===== src/usbep0_pkg.sv =====
// Shared types, codes and descriptor tables of the USB endpoint-zero responder.
// No dependencies; used by the microcode ROM, the sequencer and the top level.
package usbep0_pkg;

    // Interrupt status codes from the interface chip
    localparam logic [7:0] STS_SETUP = 8'h0C;
    localparam logic [7:0] STS_EP0_IN = 8'h08;
    localparam logic [7:0] STS_EP0_OUT = 8'h00;

    // Standard requests and descriptor types
    localparam logic [7:0] REQ_GET_DESC = 8'h06;
    localparam logic [7:0] REQ_SET_ADDR = 8'h05;
    localparam logic [7:0] SETUP_LEN = 8'h08;
    localparam logic [1:0] DESC_NONE = 2'd0;
    localparam logic [1:0] DESC_DEVICE = 2'd1;
    localparam logic [1:0] DESC_CONFIG = 2'd2;
    localparam logic [4:0] DEVICE_SIZE = 5'd18;
    localparam logic [4:0] CONFIG_SIZE = 5'd9;
    localparam logic [4:0] NULL_SIZE = 5'd8;

    // Chip command bytes
    localparam logic [7:0] CMD_WR_EP0 = 8'h29;
    localparam logic [7:0] CMD_UNLOCK = 8'h23;
    localparam logic [7:0] CMD_SET_ADDR = 8'h13;

    // Action codes on the result channel
    localparam logic [1:0] ACT_CMD = 2'd0;
    localparam logic [1:0] ACT_DATA = 2'd1;
    localparam logic [1:0] ACT_READ = 2'd2;

    // Configuration register indexes
    localparam logic [1:0] CFG_VENDOR_ID = 2'd0;
    localparam logic [1:0] CFG_PRODUCT_ID = 2'd1;
    localparam logic [1:0] CFG_MAX_POWER = 2'd2;

    // Microcode: byte sources and end conditions
    localparam logic [1:0] SRC_IMM = 2'd0;
    localparam logic [1:0] SRC_LEN = 2'd1;
    localparam logic [1:0] SRC_DESC = 2'd2;
    localparam logic [1:0] SRC_ADDR = 2'd3;
    localparam logic [1:0] END_NEVER = 2'd0;
    localparam logic [1:0] END_ALWAYS = 2'd1;
    localparam logic [1:0] END_IF_LEN0 = 2'd2;

    // Program entry points in the microcode ROM
    localparam int PC_W = 5;
    localparam logic [PC_W-1:0] PC_GET_DESC = 5'd0;
    localparam logic [PC_W-1:0] PC_IN_DESC = 5'd4;
    localparam logic [PC_W-1:0] PC_SET_ADDR = 5'd8;
    localparam logic [PC_W-1:0] PC_IN_ADDR = 5'd11;
    localparam logic [PC_W-1:0] PC_UNLOCK = 5'd14;
    localparam logic [PC_W-1:0] PC_OTHER = 5'd15;

    typedef struct packed {
        logic [7:0] event_status;
        logic [7:0] setup_length;
        logic [7:0] request_code;
        logic [7:0] value_low;
        logic [7:0] value_high;
    } t_req;

    typedef struct packed {
        logic [1:0] action;
        logic [7:0] byte_value;
        logic       last_action;
    } t_rsp;

    // One control word of the sequencer program
    typedef struct packed {
        logic [1:0] act;
        logic [1:0] src;
        logic [7:0] imm;
        logic       loop;
        logic [1:0] endc;
    } t_uword;

    // Program start handed from the dispatch logic to the sequencer
    typedef struct packed {
        logic            go;
        logic [PC_W-1:0] pc;
        logic [4:0]      len;
        logic [4:0]      base;
        logic [1:0]      sel;
    } t_start;

    // Register fields that appear inside the descriptors
    typedef struct packed {
        logic [15:0] vendor_id;
        logic [15:0] product_id;
        logic [7:0]  max_power;
        logic [7:0]  packet_size;
    } t_desc_cfg;

    function automatic logic [4:0] f_desc_size(input logic [1:0] sel);
        logic [4:0] size;
        case (sel)
            DESC_DEVICE: size = DEVICE_SIZE;
            DESC_CONFIG: size = CONFIG_SIZE;
            default:     size = 5'd0;
        endcase
        return size;
    endfunction

    function automatic logic [7:0] f_desc_byte(input logic [1:0] sel, input logic [4:0] idx,
                                               input t_desc_cfg cfg);
        logic [7:0] b;
        b = 8'h00;
        case (sel)
            DESC_DEVICE: begin
                case (idx)
                    5'd0:    b = 8'd18;
                    5'd1:    b = 8'h01;
                    5'd3:    b = 8'h02;
                    5'd7:    b = cfg.packet_size;
                    5'd8:    b = cfg.vendor_id[7:0];
                    5'd9:    b = cfg.vendor_id[15:8];
                    5'd10:   b = cfg.product_id[7:0];
                    5'd11:   b = cfg.product_id[15:8];
                    5'd12:   b = 8'h01;
                    5'd17:   b = 8'h01;
                    default: b = 8'h00;
                endcase
            end
            DESC_CONFIG: begin
                case (idx)
                    5'd0:    b = 8'd9;
                    5'd1:    b = 8'h02;
                    5'd2:    b = 8'd9;
                    5'd5:    b = 8'h01;
                    5'd7:    b = 8'h80;
                    5'd8:    b = cfg.max_power;
                    default: b = 8'h00;
                endcase
            end
            default: b = 8'h00;
        endcase
        return b;
    endfunction

endpackage


===== src/usb_ep0_enumeration_responder_unit.sv =====
// Top level of the USB endpoint-zero enumeration responder: configuration
// registers, request state and program dispatch. Depends on usbep0_pkg, usbep0_seq.
//
//  channel   signals                          direction  payload
//  request   i_valid / o_stall                in         i_req  (t_req)
//  result    o_valid / i_stall                out        o_rsp  (t_rsp)
//  config    i_cfg_valid / o_cfg_ready        in         i_cfg_index, i_cfg_data
//
// A request is taken while the sequencer is idle; its actions then leave at one per
// cycle from the microcode sequencer unless the result side stalls, N actions per
// request with N up to 3 + min(18, PACKET_SIZE). A request with no actions frees
// the input in the next cycle. A stall on the result side holds the sequencer step.
// Reset is synchronous; it restores the register defaults and clears request state.
module usb_ep0_enumeration_responder_unit #(
    parameter int PACKET_SIZE = 8
) (
    input  logic              i_clk,
    input  logic              i_rst_n,
    input  logic              i_valid,
    output logic              o_stall,
    input  usbep0_pkg::t_req  i_req,
    output logic              o_valid,
    input  logic              i_stall,
    output usbep0_pkg::t_rsp  o_rsp,
    input  logic              i_cfg_valid,
    output logic              o_cfg_ready,
    input  logic [1:0]        i_cfg_index,
    input  logic [15:0]       i_cfg_data
);
    import usbep0_pkg::*;

    localparam logic [6:0] PKT = 7'(PACKET_SIZE);

    logic [15:0] r_vendor_id;
    logic [15:0] r_product_id;
    logic [7:0]  r_max_power;
    logic [7:0]  r_pending_request, n_pending_request;
    logic [1:0]  r_selected, n_selected;
    logic [4:0]  r_bytes_sent, n_bytes_sent;
    logic [7:0]  r_device_address, n_device_address;
    logic        w_busy;
    logic        w_accept;
    t_start      w_start;
    t_desc_cfg   w_desc_cfg;
    logic [1:0]  w_setup_sel;
    logic [4:0]  w_size;
    logic [4:0]  w_remain;

    assign o_stall = w_busy;
    assign w_accept = i_valid && !w_busy;
    assign o_cfg_ready = 1'b1;
    assign w_desc_cfg = '{r_vendor_id, r_product_id, r_max_power, 8'(PACKET_SIZE)};

    // Decode the request and choose the program entry
    always_comb begin
        n_pending_request = r_pending_request;
        n_selected = r_selected;
        n_bytes_sent = r_bytes_sent;
        n_device_address = r_device_address;
        w_start = '{1'b0, PC_UNLOCK, 5'd0, 5'd0, r_selected};
        w_setup_sel = r_selected;
        w_size = 5'd0;
        w_remain = 5'd0;
        if (i_req.value_high == 8'd1 || i_req.value_high == 8'd2) begin
            w_setup_sel = i_req.value_high[1:0];
        end
        if (i_req.event_status == STS_SETUP) begin
            if (i_req.setup_length == SETUP_LEN) begin
                n_pending_request = i_req.request_code;
                if (i_req.request_code == REQ_GET_DESC) begin
                    w_size = f_desc_size(w_setup_sel);
                    if (w_size == 5'd0) begin
                        w_size = NULL_SIZE;
                    end
                    w_remain = ({2'b00, w_size} > PKT) ? PKT[4:0] : w_size;
                    n_selected = w_setup_sel;
                    n_bytes_sent = w_remain;
                    w_start = '{1'b1, PC_GET_DESC, w_remain, 5'd0, w_setup_sel};
                end else if (i_req.request_code == REQ_SET_ADDR) begin
                    n_device_address = i_req.value_low;
                    w_start = '{1'b1, PC_SET_ADDR, 5'd0, 5'd0, r_selected};
                end
            end
        end else if (i_req.event_status == STS_EP0_IN) begin
            w_size = f_desc_size(r_selected);
            if (r_pending_request == REQ_GET_DESC && w_size != 5'd0) begin
                w_remain = (r_bytes_sent < w_size) ? (w_size - r_bytes_sent) : 5'd0;
                if ({2'b00, w_remain} > PKT) begin
                    w_remain = PKT[4:0];
                end
                n_bytes_sent = r_bytes_sent + w_remain;
                w_start = '{1'b1, PC_IN_DESC, w_remain, r_bytes_sent, r_selected};
            end else if (r_pending_request == REQ_SET_ADDR) begin
                w_start = '{1'b1, PC_IN_ADDR, 5'd0, 5'd0, r_selected};
            end else begin
                w_start = '{1'b1, PC_UNLOCK, 5'd0, 5'd0, r_selected};
            end
        end else if (i_req.event_status == STS_EP0_OUT) begin
            w_start = '{1'b1, PC_UNLOCK, 5'd0, 5'd0, r_selected};
        end else begin
            w_start = '{1'b1, PC_OTHER, 5'd0, 5'd0, r_selected};
        end
        w_start.go = w_start.go && w_accept;
    end

    // Update request state on accept and registers on a config write
    always_ff @(posedge i_clk) begin
        if (!i_rst_n) begin
            r_vendor_id <= 16'h1234;
            r_product_id <= 16'h5678;
            r_max_power <= 8'd250;
            r_pending_request <= 8'h00;
            r_selected <= DESC_NONE;
            r_bytes_sent <= 5'd0;
            r_device_address <= 8'h00;
        end else begin
            if (w_accept) begin
                r_pending_request <= n_pending_request;
                r_selected <= n_selected;
                r_bytes_sent <= n_bytes_sent;
                r_device_address <= n_device_address;
            end
            if (i_cfg_valid) begin
                case (i_cfg_index)
                    CFG_VENDOR_ID:  r_vendor_id <= i_cfg_data;
                    CFG_PRODUCT_ID: r_product_id <= i_cfg_data;
                    CFG_MAX_POWER:  r_max_power <= i_cfg_data[7:0];
                    default:        r_max_power <= r_max_power;
                endcase
            end
        end
    end

    usbep0_seq u_seq (
        .i_clk      (i_clk),
        .i_rst_n    (i_rst_n),
        .i_start    (w_start),
        .i_desc_cfg (w_desc_cfg),
        .i_addr     (r_device_address),
        .o_busy     (w_busy),
        .o_valid    (o_valid),
        .i_stall    (i_stall),
        .o_rsp      (o_rsp)
    );

endmodule


===== src/usbep0_ucode_rom.sv =====
// Microcode ROM of the endpoint-zero responder: one control word per program step.
// Depends on usbep0_pkg.
module usbep0_ucode_rom (
    input  logic [usbep0_pkg::PC_W-1:0] i_pc,
    output usbep0_pkg::t_uword          o_word
);
    import usbep0_pkg::*;

    // Programs: get descriptor, IN data, set address, IN address, unlock, other
    always_comb begin
        case (i_pc)
            5'd0:    o_word = '{ACT_CMD,  SRC_IMM,  CMD_WR_EP0,   1'b0, END_NEVER};
            5'd1:    o_word = '{ACT_DATA, SRC_LEN,  8'h00,        1'b0, END_NEVER};
            5'd2:    o_word = '{ACT_DATA, SRC_DESC, 8'h00,        1'b1, END_NEVER};
            5'd3:    o_word = '{ACT_CMD,  SRC_IMM,  CMD_UNLOCK,   1'b0, END_ALWAYS};
            5'd4:    o_word = '{ACT_CMD,  SRC_IMM,  CMD_UNLOCK,   1'b0, END_NEVER};
            5'd5:    o_word = '{ACT_CMD,  SRC_IMM,  CMD_WR_EP0,   1'b0, END_NEVER};
            5'd6:    o_word = '{ACT_DATA, SRC_LEN,  8'h00,        1'b0, END_IF_LEN0};
            5'd7:    o_word = '{ACT_DATA, SRC_DESC, 8'h00,        1'b1, END_ALWAYS};
            5'd8:    o_word = '{ACT_CMD,  SRC_IMM,  CMD_WR_EP0,   1'b0, END_NEVER};
            5'd9:    o_word = '{ACT_DATA, SRC_IMM,  8'h00,        1'b0, END_NEVER};
            5'd10:   o_word = '{ACT_CMD,  SRC_IMM,  CMD_UNLOCK,   1'b0, END_ALWAYS};
            5'd11:   o_word = '{ACT_CMD,  SRC_IMM,  CMD_UNLOCK,   1'b0, END_NEVER};
            5'd12:   o_word = '{ACT_CMD,  SRC_IMM,  CMD_SET_ADDR, 1'b0, END_NEVER};
            5'd13:   o_word = '{ACT_DATA, SRC_ADDR, 8'h00,        1'b0, END_ALWAYS};
            5'd14:   o_word = '{ACT_CMD,  SRC_IMM,  CMD_UNLOCK,   1'b0, END_ALWAYS};
            5'd15:   o_word = '{ACT_CMD,  SRC_IMM,  CMD_UNLOCK,   1'b0, END_NEVER};
            5'd16:   o_word = '{ACT_READ, SRC_IMM,  8'h00,        1'b0, END_ALWAYS};
            default: o_word = '{ACT_CMD,  SRC_IMM,  CMD_UNLOCK,   1'b0, END_ALWAYS};
        endcase
    end

endmodule


===== src/usbep0_seq.sv =====
// Step sequencer of the endpoint-zero responder: program counter, loop counter,
// byte datapath and the result register. Depends on usbep0_pkg and usbep0_ucode_rom.
module usbep0_seq (
    input  logic                  i_clk,
    input  logic                  i_rst_n,
    input  usbep0_pkg::t_start    i_start,
    input  usbep0_pkg::t_desc_cfg i_desc_cfg,
    input  logic [7:0]            i_addr,
    output logic                  o_busy,
    output logic                  o_valid,
    input  logic                  i_stall,
    output usbep0_pkg::t_rsp      o_rsp
);
    import usbep0_pkg::*;

    typedef enum logic [1:0] {
        S_IDLE = 2'b01,
        S_RUN  = 2'b10
    } t_state;

    t_state                r_state, n_state;
    logic [PC_W-1:0]       r_pc, n_pc;
    logic [4:0]            r_cnt, n_cnt;
    logic [4:0]            r_len, r_base;
    logic [1:0]            r_sel;
    logic                  r_out_valid, n_out_valid;
    t_rsp                  r_out, n_out;
    t_uword                w_word;
    logic                  w_emit;
    logic                  w_loop_done;
    logic                  w_last;
    logic [7:0]            w_byte;

    usbep0_ucode_rom u_rom (
        .i_pc   (r_pc),
        .o_word (w_word)
    );

    // Emit one action when running and the result register is free or being taken
    assign w_emit = (r_state == S_RUN) && (!r_out_valid || !i_stall);
    assign w_loop_done = (r_cnt + 5'd1) == r_len;

    // Select the byte source of the current step
    always_comb begin
        case (w_word.src)
            SRC_IMM:  w_byte = w_word.imm;
            SRC_LEN:  w_byte = {3'b000, r_len};
            SRC_DESC: w_byte = f_desc_byte(r_sel, r_base + r_cnt, i_desc_cfg);
            SRC_ADDR: w_byte = i_addr;
            default:  w_byte = 8'h00;
        endcase
    end

    // End of program on this step
    always_comb begin
        case (w_word.endc)
            END_ALWAYS:  w_last = !w_word.loop || w_loop_done;
            END_IF_LEN0: w_last = (r_len == 5'd0);
            default:     w_last = 1'b0;
        endcase
    end

    // Advance the step counter, repeat loop steps, hold on a stall
    always_comb begin
        n_state = r_state;
        n_pc = r_pc;
        n_cnt = r_cnt;
        n_out = r_out;
        n_out_valid = r_out_valid && i_stall;
        case (r_state)
            S_IDLE: begin
                if (i_start.go) begin
                    n_state = S_RUN;
                    n_pc = i_start.pc;
                    n_cnt = 5'd0;
                end
            end
            S_RUN: begin
                if (w_emit) begin
                    n_out_valid = 1'b1;
                    n_out = '{w_word.act, w_byte, w_last};
                    if (w_word.loop && !w_loop_done) begin
                        n_cnt = r_cnt + 5'd1;
                    end else begin
                        n_cnt = 5'd0;
                        n_pc = r_pc + 5'd1;
                    end
                    if (w_last) begin
                        n_state = S_IDLE;
                    end
                end
            end
            default: n_state = S_IDLE;
        endcase
    end

    always_ff @(posedge i_clk) begin
        if (!i_rst_n) begin
            r_state <= S_IDLE;
            r_out_valid <= 1'b0;
            r_pc <= '0;
            r_cnt <= '0;
        end else begin
            r_state <= n_state;
            r_out_valid <= n_out_valid;
            r_pc <= n_pc;
            r_cnt <= n_cnt;
        end
    end

    // Latch the program operands at start
    always_ff @(posedge i_clk) begin
        r_out <= n_out;
        if (i_start.go && r_state == S_IDLE) begin
            r_len <= i_start.len;
            r_base <= i_start.base;
            r_sel <= i_start.sel;
        end
    end

    assign o_busy = (r_state == S_RUN);
    assign o_valid = r_out_valid;
    assign o_rsp = r_out;

endmodule

===== config.mk =====
export PLATFORM = sky130hd
export DESIGN_NAME = usb_ep0_enumeration_responder_unit
export DESIGN_NICKNAME = d
export VERILOG_FILES = /design/src/usbep0_pkg.sv /design/src/usb_ep0_enumeration_responder_unit.sv /design/src/usbep0_ucode_rom.sv /design/src/usbep0_seq.sv
export SDC_FILE = /design/constraint.sdc
export NUM_CORES = 1
export LEC_CHECK = 0
export BUFFER_PORTS_ARGS = -buffer_cell sky130_fd_sc_hd__buf_2
export CAP_MARGIN = 15
export CELL_PAD_IN_SITES_DETAIL_PLACEMENT = 1
export CELL_PAD_IN_SITES_GLOBAL_PLACEMENT = 2
export CORE_ASPECT_RATIO = 0.8
export CORE_MARGIN = 8
export CORE_UTILIZATION = 36
export DETAILED_ROUTE_END_ITERATION = 10
export PLACE_DENSITY = 0.76
export SLEW_MARGIN = 40
export SYNTH_ARGS = -nofsm -noshare
export SYNTH_HDL_FRONTEND = slang
export SYNTH_SLANG_ARGS = --single-unit

===== constraint.sdc =====
create_clock -name i_clk -period 4.6 [get_ports i_clk]
set_input_delay 0.46 -clock i_clk [delete_from_list [all_inputs] [get_ports i_clk]]
set_output_delay 0.46 -clock i_clk [all_outputs]
set_load 0.02 [all_outputs]

==> results.md, run 1 <==
Outcome:
- The run finished with clean final reports.

Global route:
- The first-pass GRT wire length is approximately 32 mm.
- The global-route usage over all layers is 0.178.
- The total overflow left after global routing is 0.
- The via count of the first global-routing pass came to 5885.
- The initial antenna violation count is 1.
- The largest net degree at the start of global routing is 39.

Yosys:
- The largest area contributor in the netlist is dfxtp_1.
- After synthesis, the mean cell area works out to 8.74 µm².
- The number of distinct library cells after synthesis is 92.
- In the synthesized netlist the dominant register cell turns out to be dfxtp_1.
- The fraction of synthesis flops using an asynchronous set or reset pin is 0.
- In the post-synthesis netlist, the biggest area contributors are dfxtp_1 (27%), edfxtp_1 (11%), nand2_1 (7.3%).
- The count of flip-flops with a built-in enable after synthesis is 23.
- The number of warnings issued by yosys is 0.
- The number of standard cells after synthesis is 741.
- The netlist area before placement is 6480 µm².
- The number of nets in the synthesized netlist is 837.
- The share of synthesized area in the top cell type comes to 0.272.
- The portion of the post-synthesis area used by sequential elements is 0.379.
- The number of synthesized register bits is 111.

Clocking:
- Hold repair after CTS inserted 0 buffers.
- The number of CTS-inserted buffers is 9.
- The clock net in this run drives a total of ~110 sinks.
- TritonCTS built the clock tree.
- The H-tree level count is 3.
- The root buffer selected by CTS is clkbuf_16.
- The maximum root-to-sink buffer count is 2.
- The post-CTS setup-driven buffer insertion count is 0.
- The post-CTS resize count is 0.
- The worst-skew pair later-pin latency is 360 ps.
- Clock-pin slew was measured on the worst setup and hold paths at 80 ps.

Drt:
- The number of search-and-repair iterations in the first detailed-routing pass is 5.
- The post-detailed-route via-to-cell ratio is 5.49.
- Detailed routing inserted a total of roughly 5700 vias.
- The post-detailed-route wirelength per cell is 19.5 µm.
- The number of design-rule violations left by the first detailed-router iteration is around 300.
- For this run, design rule violations remaining after detail routing come to 0.
- Summed over all layers, the routed wires come to 20.2 mm.
- Once detail routing completed, the nets flagged for antenna violations numbered 0.

Timing:
- Clock skew on the completed layout was measured at 9.00 ps.
- Adding up every negative setup slack in the final design gives 0 ps.
- Timing would allow up to roughly 250 MHz.
- The final number of hold-violating endpoints is 0.
- The worst setup margin is ~620 ps.
- The smallest clock period supported by the final layout is computed as 3980 ps.
- For the pin with the worst max-slew slack, the measured transition is 805 ps.
- Headroom to the max-slew limit came out at 0.463.
- The number of setup violations in the final report is 0.
- Dividing the final minimum period by the clock period gives 0.865.
- The number of slew-limit violations in the final report is 0.
- Setup repair after global routing left no endpoint under its margin.

Critical path:
- The startpoint of the worst-slack reg-to-reg timing path is r_selected[0].
- The number of cells on the critical path is 18.
- The critical path starts at r_selected[0].
- The depth of the worst register-to-register path is 18.
- The reg2reg setup slack is 620 ps.
- The signal on the critical path passes through inv_1, ha_1, inv_1, ha_1, o21ba_2, o22ai_1, a21oi_1, o21ai_0, nand3_1, a21oi_1, nor3_1, ha_1, fa_1, a21o_1, a21oi_1, and2_1, o21ai_0, a21oi_1.
- STA classifies the critical path startpoint as a register.
- The worst register-to-register path ends at r_bytes_sent[4].
- The worst stage delay on the critical path is 410 ps.
- On the critical path, the stage with the largest delay is an instance of fa_1.
- The endpoint required time on the critical path is between 4000 and 5000 ps.
- The arrival time of data at the critical path endpoint is 4240 ps.
- In this design, the critical path's most frequently occurring cell is a21oi_1.
- Along the worst path, the maximum fanout reaches 5.
- Among cell families on the critical path, the largest total delay comes from compound AO/OA/AOI/OAI gates.
- Following the worst setup path forward leads to its endpoint at r_bytes_sent[4].
- The worst setup path is of the register to register kind.
- The buffer and inverter count on the worst path is 2.
- STA classifies the critical path endpoint as a register.

Finish:
- Compared with the post-synthesis result, the final layout area differs by 14.2%.
- For this run, the number of standard cells in the final layout without fillers is roughly 1000.
- The leading cell type in the layout, fill and taps excluded is nand2_1.
- The fraction of final layout cells sized beyond drive strength 1 is 0.185.
- The number of nets at the end of the flow is 897.
- Leaving out fill and tap cells, the most frequent cells in the layout are nand2_1 (126), dfxtp_1 (88), buf_2 (75).
- The count of inserted antenna diode cells is 0.

Run:
- The max-cap check violation count is 0.

Floorplan:
- The die is 136 µm tall.
- The die covers between 20000 and 25000 µm².
- The placement row count is 44.
- The core footprint is around 18000 µm².
- The initial utilization of the core area, before any placement, comes to 0.362.
- Measured along the x axis, the die boundary spans between 150 and 200 µm.
- The count of pins on the block boundary is 77.

Power and ir drop:
- The worst-case vdd ir drop is 0.197 mV.
- The ratio of total power to cell area is 326 nW/µm².
- The static leakage is just under 3 nW.

Placed design:
- The final weighted congestion in routability-driven placement is 0.855.
- The number of placed cells counting well taps is a little over 1000.
- OpenSTA, run right after detailed placement, puts the worst setup slack at 648 ps.
- Once detailed placement completed, the half-perimeter wirelength came to 15.9 mm.
- The count of buffers added on input and output ports is 75.

Worst hold path:
- The startpoint of the worst hold path is i_cfg_data[10].
- The type of the most critical hold path is primary input to register.
cell type report:
cell class	instances	area, µm²
Multi-Input combinational cell	565	3780
Tap cell	230	288
Sequential cell	111	2450
Timing Repair Buffer	82	432
Inverter	32	129
Clock inverter	7	95.1
Clock buffer	9	225
Fill cell	2125	10500
layer usage:
layer,track usage,up-vias,routed length [µm]
met4,0.0388,0,210
li1,-,2759,-
met2,0.290,97,9280
met3,0.0325,12,855
met1,0.243,2817,9870
met5,0,-,0
through the flow:
stage | total power [mW] | cell area (µm²) | util | hold slack, ps
2_1_floorplan | 1.43 | 6480 | - | 386
3_3_place_gp | 1.56 | 7050 | 0.394 | 403
3_5_place_dp | 1.58 | 7060 | 0.394 | 396
4_1_cts | 2.43 | 7380 | 0.412 | 320
5_1_grt | 2.53 | 7400 | 0.413 | 340
6_report | 2.41 | 7400 | 0.413 | 330
Yosys cell counts (3+ instances only):
master,number
a21o_1,6
a21oi_1,65
a21oi_2,4
a221o_1,3
a22o_1,3
a22oi_1,9
a311oi_1,3
a31oi_1,5
and2_1,11
and3_1,4
buf_2,4
buf_6,3
clkbuf_1,23
dfxtp_1,88
edfxtp_1,23
ha_1,31
inv_1,28
mux2_2,3
mux2i_1,19
mux4_2,3
nand2_1,126
nand2b_1,9
nand3_1,37
nand4_1,3
nor2_1,52
nor2_2,3
nor2b_1,7
nor3_1,16
nor3b_1,3
nor4_1,6
nor4_2,3
o211ai_1,4
o21a_1,3
o21ai_0,22
o31a_1,4
o31ai_1,3
or3_1,5
or3b_2,3
or4_1,3
xnor2_1,13
xor2_1,9
logic make-up (layout without fill, tap and decap cells):
| family | Yosys count | in the layout | synth area share |
|---|---|---|---|
| buffers and inverters | 65 | 130 | 0.0444 |
| muxes | 25 | 25 | 0.0450 |
| and+or+nand+nor | 316 | 316 | 0.256 |
| AOI/OAI and AO/OA | 168 | 168 | 0.180 |
| adders and majority gates | 33 | 33 | 0.0660 |
| other | 1 | 1 | 0.000579 |
| xor gates and xnor gates | 22 | 22 | 0.0297 |
| DFF | 111 | 111 | 0.379 |
report_power, final:
group	total (mW)	switching (mW)	internal (mW)
Clock	0.853	0.374	0.479
Combinational	0.451	0.273	0.178
Sequential	1.11	0.0501	1.06
Total	2.41	0.697	1.72
how the worst min path moves through the flow:
stage	end	slack, ps	cells past startpoint
floorplan	u_seq.o_rsp[10]	390	0
global placement	u_seq.o_rsp[10]	400	0
detailed placement	u_seq.o_rsp[9]	400	0
CTS	r_product_id[10]	320	3
global route	r_product_id[9]	340	3
finish	r_product_id[10]	330	3
sequential cells by signal, indices dropped and copies added (netlist names):
register	flops
r_bytes_sent	5
r_device_address	8
r_max_power	8
r_pending_request	8
r_product_id	16
r_selected	2
r_vendor_id	16
u_seq.o_rsp	11
u_seq.o_valid	1
u_seq.r_base	5
u_seq.r_cnt	5
u_seq.r_len	5
u_seq.r_pc	5
u_seq.r_sel	2
u_seq.r_state	2
u_seq.u_rom.o_word	12
worst register-to-register path: stages, from the launching register on:
cell and delay, ps:
dfxtp_1 350, inv_1 170, ha_1 210, inv_1 50, ha_1 200, o21ba_2 200
o22ai_1 180, a21oi_1 100, o21ai_0 240, nand3_1 190, a21oi_1 400, nor3_1 160
ha_1 240, fa_1 410, a21o_1 190, a21oi_1 220, and2_1 150, o21ai_0 70
a21oi_1 150
No activity file was read; power rests on OpenSTA's default activity.
==> run 2: changes to the inputs <==
- CELL_PAD_IN_SITES_DETAIL_PLACEMENT: 1 -> unset
- CELL_PAD_IN_SITES_GLOBAL_PLACEMENT: 2 -> unset
- CORE_UTILIZATION: 36 -> 55
- PLACE_DENSITY: 0.76 -> 0.72
==> run 2 against run 1 <==
- core utilization increased by 22 points
- maximum frequency increased by 3.6%
- hold slack worse by 4.1 ps
- final cell count shrank 7.9%
- sequential power is essentially flat
- via count is 0.56% lower
- combinational power is 3% lower
- sequential share of layout area grew 0.68 points
- critical path type unchanged
==> results.md, run 2 (same netlist as run 1, synthesis figures left out) <==
Finish:
- The number of nets at the end of the flow was 897 (unchanged).
- The sequential cell area came to 2450 µm² (unchanged).
- The fraction of final layout cells sized beyond drive strength 1 is 0.182 (was 0.185).
- The layout overhead on the synthesized area is 11.9% (was 14.2%).
- The count of inserted antenna diode cells was 0 (unchanged).
- The leading cell type in the layout, fill and taps excluded is nand2_1 (unchanged).
- The number of fillers in the final layout is 998 (was 2125).
- The area of the multi-input gates is 3750 µm² (was 3780 µm²).
- Leading cell types in the layout, fill and taps excluded: nand2_1 (126), dfxtp_1 (88), buf_2 (75) (unchanged).

Drt:
- The total DRC errors in the routed layout is 0 (unchanged).
- The post-detailed-route wirelength per cell was 17.9 µm (was 19.5 µm).
- The count of vias placed by the detailed router was 5653 (was 5685).
- The wire length reported by the detailed router is 17.0 mm (was 20.2 mm).
- The number of search-and-repair iterations in the first detailed-routing pass was 5 (unchanged).
- The number of nets with antenna violations after detailed routing is 0 (unchanged).
- The post-detailed-route via-to-cell ratio was 5.93 (was 5.49).
- The number of design-rule violations left by the first detailed-router iteration is 408 (was 298).

Run:
- The max-cap check violation count came to 0 (unchanged).

Critical path:
- The type of origin of the critical path was a register (unchanged).
- The capturing element type of the critical path is a register (unchanged).
- The endpoint required time on the critical path is 4890 ps (was 4870 ps).
- The startpoint of the worst-slack reg-to-reg timing path is r_selected[0] (unchanged).
- The endpoint of the lowest-slack register-to-register path is r_bytes_sent[3] (was r_bytes_sent[4]).
- The depth of the worst register-to-register path is 20 (was 18).
- The type of the setup path with the least slack is register to register (unchanged).
- The arrival time of data at the critical path endpoint is 4130 ps (was 4240 ps).
- The reg2reg setup slack is 760 ps (was 620 ps).
- The highest net fanout along the worst path came to 5 (unchanged).

Timing:
- The worst setup margin is 762 ps (was 623 ps).
- The highest attainable clock frequency was 261 MHz (was 251 MHz).
- The final number of hold-violating endpoints is 0 (unchanged).
- The minimum period implied by the final worst setup slack came to 3840 ps (was 3980 ps).
- Unrepaired setup endpoints after global routing: no (unchanged).
- The share of the clock period used by the worst path after layout was 0.834 (was 0.865).
- The sum of negative setup slack is 0 ps (unchanged).
- The actual transition at the worst max-transition pin came to 694 ps (was 805 ps).
- The worst relative slew slack came to 0.537 (was 0.463).
- The number of setup violations in the final report is 0 (unchanged).
- The clock skew was 5.42 ps (was 9.00 ps).
- The number of slew-limit violations in the final report was 0 (unchanged).

Power and ir drop:
- The part of the total power dissipated in combinational logic is 0.186 (was 0.187).
- The ratio of total power to cell area is 324 nW/µm² (was 326 nW/µm²).
- The fraction of power spent switching nets is 0.279 (was 0.289).
- The sequential fraction of design power came to 0.473 (was 0.459).
- The net switching power figure was 0.655 mW (was 0.697 mW).
- The worst-case vdd ir drop is 0.182 mV (was 0.197 mV).
- The internal power contribution is 1.69 mW (was 1.72 mW).
- The static leakage is 2.86 nW (was 2.88 nW).
- The relative contribution of the clock network to total power was 0.341 (was 0.354).

Clocking:
- The post-CTS resize count was 0 (unchanged).
- The clock transition at the registers of the reported paths came to 70 ps (was 80 ps).
- The number of clock sinks seen by CTS was 111 (unchanged).
- The root buffer selected by CTS is clkbuf_16 (unchanged).
- The CTS tree is yes (unchanged).
- The hold buffer count at cts came to 0 (unchanged).
- The number of CTS-inserted buffers came to 9 (unchanged).
- The worst-skew pair later-pin latency is 350 ps (was 360 ps).
- The post-CTS setup-driven buffer insertion count is 0 (unchanged).
- The H-tree level count is 3 (unchanged).
- The maximum root-to-sink buffer count is 2 (unchanged).

Worst hold path:
- The type of the most critical hold path is primary input to register (unchanged).
- The startpoint of the worst hold path is i_cfg_data[14] (was i_cfg_data[10]).
- The worst hold path endpoint is r_product_id[14] (was r_product_id[10]).
- The instance count along the most critical hold path is 3 (unchanged).

Floorplan:
- The horizontal die dimension came to 137 µm (was 166 µm).
- The core footprint is 11500 µm² (was 17900 µm²).
- The count of pins on the block boundary is 77 (unchanged).
- The placement row count was 35 (was 44).
- The overall die area is 15500 µm² (was 22600 µm²).
- The initial cell density of the core is 0.563 (was 0.362).
- The die boundary height is 113 µm (was 136 µm).

Global route:
- The largest net degree at the start of global routing came to 53 (was 39).
- The initial antenna violation count is 0 (was 1).
- The total overflow reported by the global router was 0 (unchanged).
- The first-pass GRT wire length is 27.9 mm (was 32.0 mm).
- The global-route usage over all layers is 0.224 (was 0.178).
- The via count of the first global-routing pass is 5510 (was 5885).

Placed design:
- The worst setup slack after placement was 847 ps (was 648 ps).
- The half-perimeter wire length after detailed placement is 13.0 mm (was 15.9 mm).
- The final weighted congestion in routability-driven placement is 0.903 (was 0.855).
- The count of buffers inserted at the top-level ports is 75 (unchanged).

Outcome:
- Outcome: complete, no violations (unchanged).
==> run 2: cell count changes in the layout (fill, tap and decap cells not counted), sizes merged <==
| cell | previous run | this run |
|---|---|---|
| clkbuf | 9 | 13 |
| clkinv | 7 | 4 |
| bufinv | 2 | 1 |
| clkinvlp | 0 | 1 |
| inv | 30 | 29 |
==> run 2: layout make-up <==
type,instances,share of cell area
multi-input combinational,565,0.517
sequential,111,0.338
timing repair buffer,82,0.0590
clock buffer,13,0.0361
tap,148,0.0255
inverter,32,0.0178
clock inverter,3,0.00587
==> run 2: worst max-delay path by stage <==
stage                     slack (ps)           from         endpoint  cells past startpoint
after floorplan                 1320  r_selected[0]  r_bytes_sent[4]                     18
after global routing             460  r_selected[0]  r_bytes_sent[3]                     20
after detailed placement         850  r_selected[0]  r_bytes_sent[4]                     18
final                            760  r_selected[0]  r_bytes_sent[3]                     20
after global placement          1130  r_selected[0]  r_bytes_sent[4]                     18
after CTS                        820  r_selected[0]  r_bytes_sent[4]                     18
==> run 2: power groups by stage <==
stage | clock network [mW] | registers (mW) | logic (mW)
global placement | 0 | 1.13 | 0.415
finish | 0.800 | 1.11 | 0.437
global route | 0.855 | 1.11 | 0.477
floorplan | 0 | 1.11 | 0.322
CTS | 0.811 | 1.11 | 0.432
detailed placement | 0 | 1.13 | 0.429
==> run 2: metrics by stage <==
| stage | instances | hold slack [ps] | cell area, µm² | util | power (mW) |
|---|---|---|---|---|---|
| finish | 954 | 326 | 7250 | 0.629 | 2.35 |
| global route | 954 | 332 | 7250 | 0.629 | 2.45 |
| CTS | 954 | 319 | 7250 | 0.629 | 2.35 |
| detailed placement | 938 | 392 | 6950 | 0.603 | 1.56 |
| global placement | 938 | 388 | 6940 | 0.602 | 1.55 |
| floorplan | 741 | 386 | 6480 | - | 1.43 |
==> run 2: layer usage <==
layer | vias up | global-route usage | wire length, µm
met5 | - | 0 | 0
met4 | 0 | 0.0491 | 188
met3 | 17 | 0.0678 | 1380
met2 | 206 | 0.342 | 7600
met1 | 2667 | 0.304 | 7870
li1 | 2763 | - | -
==> run 2: critical path, cell delays in order, from the launching register on <==
cell and delay, ps:
dfxtp_1 340, inv_1 130, ha_1 210, inv_1 50
ha_1 200, o21ba_2 200, o22ai_1 180, a21oi_1 110
o21ai_0 250, nand3_1 180, a21oi_1 340, nor2_1 120
and2_1 210, ha_1 290, a21o_1 170, a21oi_1 190
xnor2_1 140, nor2_1 50, a311oi_1 240, a21oi_1 70
nor2_1 100
==> run 3: changes to the inputs <==
- CORE_UTILIZATION: 55 -> 53
- PLACE_DENSITY: 0.72 -> 0.73
- clock period: 4.6 -> 3.33 ns (I/O delays scaled with it)
==> run 3 against run 2 <==
- clock skew grew 1.5 ps
- global-route usage shrank 1.1 points
- sequential cell count is the same
- maximum frequency grew 16%
- largest power group unchanged
- combinational power grew 48%
- design area grew 6.9%
- power grew 37%
- critical endpoint is now r_bytes_sent[4]
- via count grew 4.9%
==> results.md, run 3 (same netlist as run 1, synthesis figures left out) <==
Timing:
- The number of slew-limit violations in the final report is 0 (unchanged).
- The clock skew is 6.96 ps (was 5.42 ps).
- The sum of negative setup slack is 0 ps (unchanged).
- The highest attainable clock frequency is 303 MHz (was 261 MHz).
- The number of setup violations in the final report is 0 (unchanged).
- Unrepaired setup endpoints after global routing: yes (was no).
- The worst relative slew slack was 0.544 (was 0.537).
- The final-layout worst hold slack came to 206 ps (was 326 ps).
- The share of the clock period used by the worst path after layout is 0.991 (was 0.834).
- The minimum period implied by the final worst setup slack is 3300 ps (was 3840 ps).
- The actual transition at the worst max-transition pin came to 679 ps (was 694 ps).
- The final number of hold-violating endpoints is 0 (unchanged).

Finish:
- The leading cell type in the layout, fill and taps excluded is nand2_1 (unchanged).
- The fraction of final layout cells sized beyond drive strength 1 is 0.262 (was 0.182).
- The count of inserted antenna diode cells is 0 (unchanged).
- The layout overhead on the synthesized area is 19.6% (was 11.9%).
- Leading cell types in the layout, fill and taps excluded: nand2_1 (126), dfxtp_1 (84), buf_2 (75) (was nand2_1 (126), dfxtp_1 (88), buf_2 (75)).
- The number of fillers in the final layout came to 1016 (was 998).
- The number of nets at the end of the flow is 934 (was 897).

Drt:
- The count of vias placed by the detailed router was 5929 (was 5653).
- The number of nets with antenna violations after detailed routing is 0 (unchanged).
- The post-detailed-route via-to-cell ratio is 5.96 (was 5.93).
- The number of search-and-repair iterations in the first detailed-routing pass is 5 (unchanged).
- The wire length reported by the detailed router was 17.6 mm (was 17.0 mm).
- The total DRC errors in the routed layout is 0 (unchanged).
- The post-detailed-route wirelength per cell is 17.7 µm (was 17.9 µm).
- The number of design-rule violations left by the first detailed-router iteration was 477 (was 408).

Critical path:
- The arrival time of data at the critical path endpoint is 3530 ps (was 4130 ps).
- The endpoint required time on the critical path came to 3560 ps (was 4890 ps).
- Worst-path cell chain: inv_2, ha_4, inv_1, ha_4, o21ba_4, o22ai_2, a21oi_2, o21ai_1, nand3_2, a21oi_4, buf_6, nor3_4, ha_2, fa_2, a21o_1, a21oi_2, buf_4, o31ai_1, nand2b_1, a21oi_1 (was inv_1, ha_1, inv_1, ha_1, o21ba_2, o22ai_1, a21oi_1, o21ai_0, nand3_1, a21oi_1, nor2_1, and2_1, ha_1, a21o_1, a21oi_1, xnor2_1, nor2_1, a311oi_1, a21oi_1, nor2_1).
- The type of the setup path with the least slack was register to register (unchanged).
- The highest net fanout along the worst path is 4 (was 5).
- The worst stage delay on the critical path came to 370 ps (was 340 ps).
- The type of origin of the critical path is a register (unchanged).
- The reg2reg setup slack is 30 ps (was 760 ps).
- The standard cell with the maximum stage delay on the critical path is fa_2 (was dfxtp_1).
- The capturing element type of the critical path is a register (unchanged).

Global route:
- The first-pass GRT wire length is 28.0 mm (was 27.9 mm).
- The initial antenna violation count came to 0 (unchanged).
- The via count of the first global-routing pass is 5661 (was 5510).
- The total overflow reported by the global router is 0 (unchanged).
- The largest net degree at the start of global routing is 40 (was 53).
- The global-route usage over all layers is 0.213 (was 0.224).

Run:
- The max-cap check violation count is 0 (unchanged).

Clocking:
- The clock transition at the registers of the reported paths came to 70 ps (about the same).
- The number of CTS-inserted buffers is 9 (unchanged).
- The worst-skew pair later-pin latency is 350 ps (about the same).
- The maximum root-to-sink buffer count is 2 (unchanged).
- The number of clock sinks seen by CTS was 111 (unchanged).
- The CTS tree is yes (unchanged).
- The H-tree level count is 3 (unchanged).
- The root buffer selected by CTS is clkbuf_16 (unchanged).

Placed design:
- The count of buffers inserted at the top-level ports is 75 (unchanged).
- The final weighted congestion in routability-driven placement came to 0.913 (was 0.903).
- The half-perimeter wire length after detailed placement is 13.2 mm (was 13.0 mm).

Power and ir drop:
- The ratio of total power to cell area is 414 nW/µm² (was 324 nW/µm²).
- The static leakage is 3.07 nW (was 2.86 nW).
- The worst-case vdd ir drop came to 0.299 mV (was 0.182 mV).
- The overall power consumption is 3.21 mW (was 2.35 mW).

Floorplan:
- The overall die area came to 16000 µm² (was 15500 µm²).
- The die boundary height is 115 µm (was 113 µm).
- The initial cell density of the core was 0.537 (was 0.563).
- The count of pins on the block boundary is 77 (unchanged).
- The placement row count is 36 (was 35).
- The core footprint is 12100 µm² (was 11500 µm²).
- The horizontal die dimension is 140 µm (was 137 µm).

Worst hold path:
- The type of the most critical hold path is primary input to register (unchanged).

Outcome:
- Outcome: complete, no violations (unchanged).
[run 3: changes by cell type in the layout (fill, tap and decap cells not counted), moves of 4 or more]
cell | previous run | this run
a21oi_1 | 65 | 59
a21oi_2 | 4 | 9
buf_4 | 7 | 42
dfxtp_1 | 88 | 84
ha_1 | 31 | 25
ha_4 | 0 | 4
o21ai_0 | 22 | 18
[run 3: area by class of cell]
class | instances | area (µm²) | area share
Timing Repair Buffer | 119 | 722 | 0.0931
Clock buffer | 10 | 239 | 0.0308
Multi-Input combinational cell | 565 | 3970 | 0.512
Inverter | 32 | 129 | 0.0166
Clock inverter | 6 | 43.8 | 0.00565
Sequential cell | 111 | 2460 | 0.317
Tap cell | 152 | 190 | 0.0245
[run 3: layer usage]
layer	wire length (µm)	global-route usage	part of all wire
met4	459	0.0736	0.026
met1	7860	0.279	0.45
met3	1190	0.0448	0.067
met5	0	0	0
met2	8130	0.344	0.46
[run 3: report_power, final]
group	internal, mW	switching [mW]	total, mW	leakage [nW]
Combinational	0.272	0.373	0.645	1.99
Sequential	1.46	0.0660	1.53	0.943
Clock	0.533	0.502	1.03	0.139
[run 3: worst max-delay path, delay by kind of cell, from the launching register on]
family	cells	cell delay [ps]
compound gates	9	1340
fa+ha+maj	4	860
buf+inv	4	390
flops	1	320
simple gates	3	250
[run 3: final timing paths]
path,to,start,cells after the start
max,r_bytes_sent[4],r_selected[0],20
min,r_vendor_id[12],i_cfg_data[12],3
max reg2reg,r_bytes_sent[4],r_selected[0],20
min reg2reg,u_seq.o_rsp[9],u_seq.u_rom.o_word[13],0
[run 3: timing repair]
| item | 4_1_cts | 5_1_grt |
|---|---|---|
| gates resized for setup | 10 | 43 |
| endpoints found under the setup margin | 4 | 15 |
| setup buffers | 3 | 4 |
| pin swaps | 0 | 20 |
| hold buffers | 0 | 0 |
[run 3: metrics by stage]
step,setup WS (ps),area [µm²],std cells,util
after floorplan,48.5,6480,741,-
after global placement,-3.02,7180,972,0.595
after detailed placement,-216,7180,972,0.595
after CTS,15.3,7530,991,0.623
after global routing,-88.8,7750,995,0.642
final,30.7,7750,995,0.642
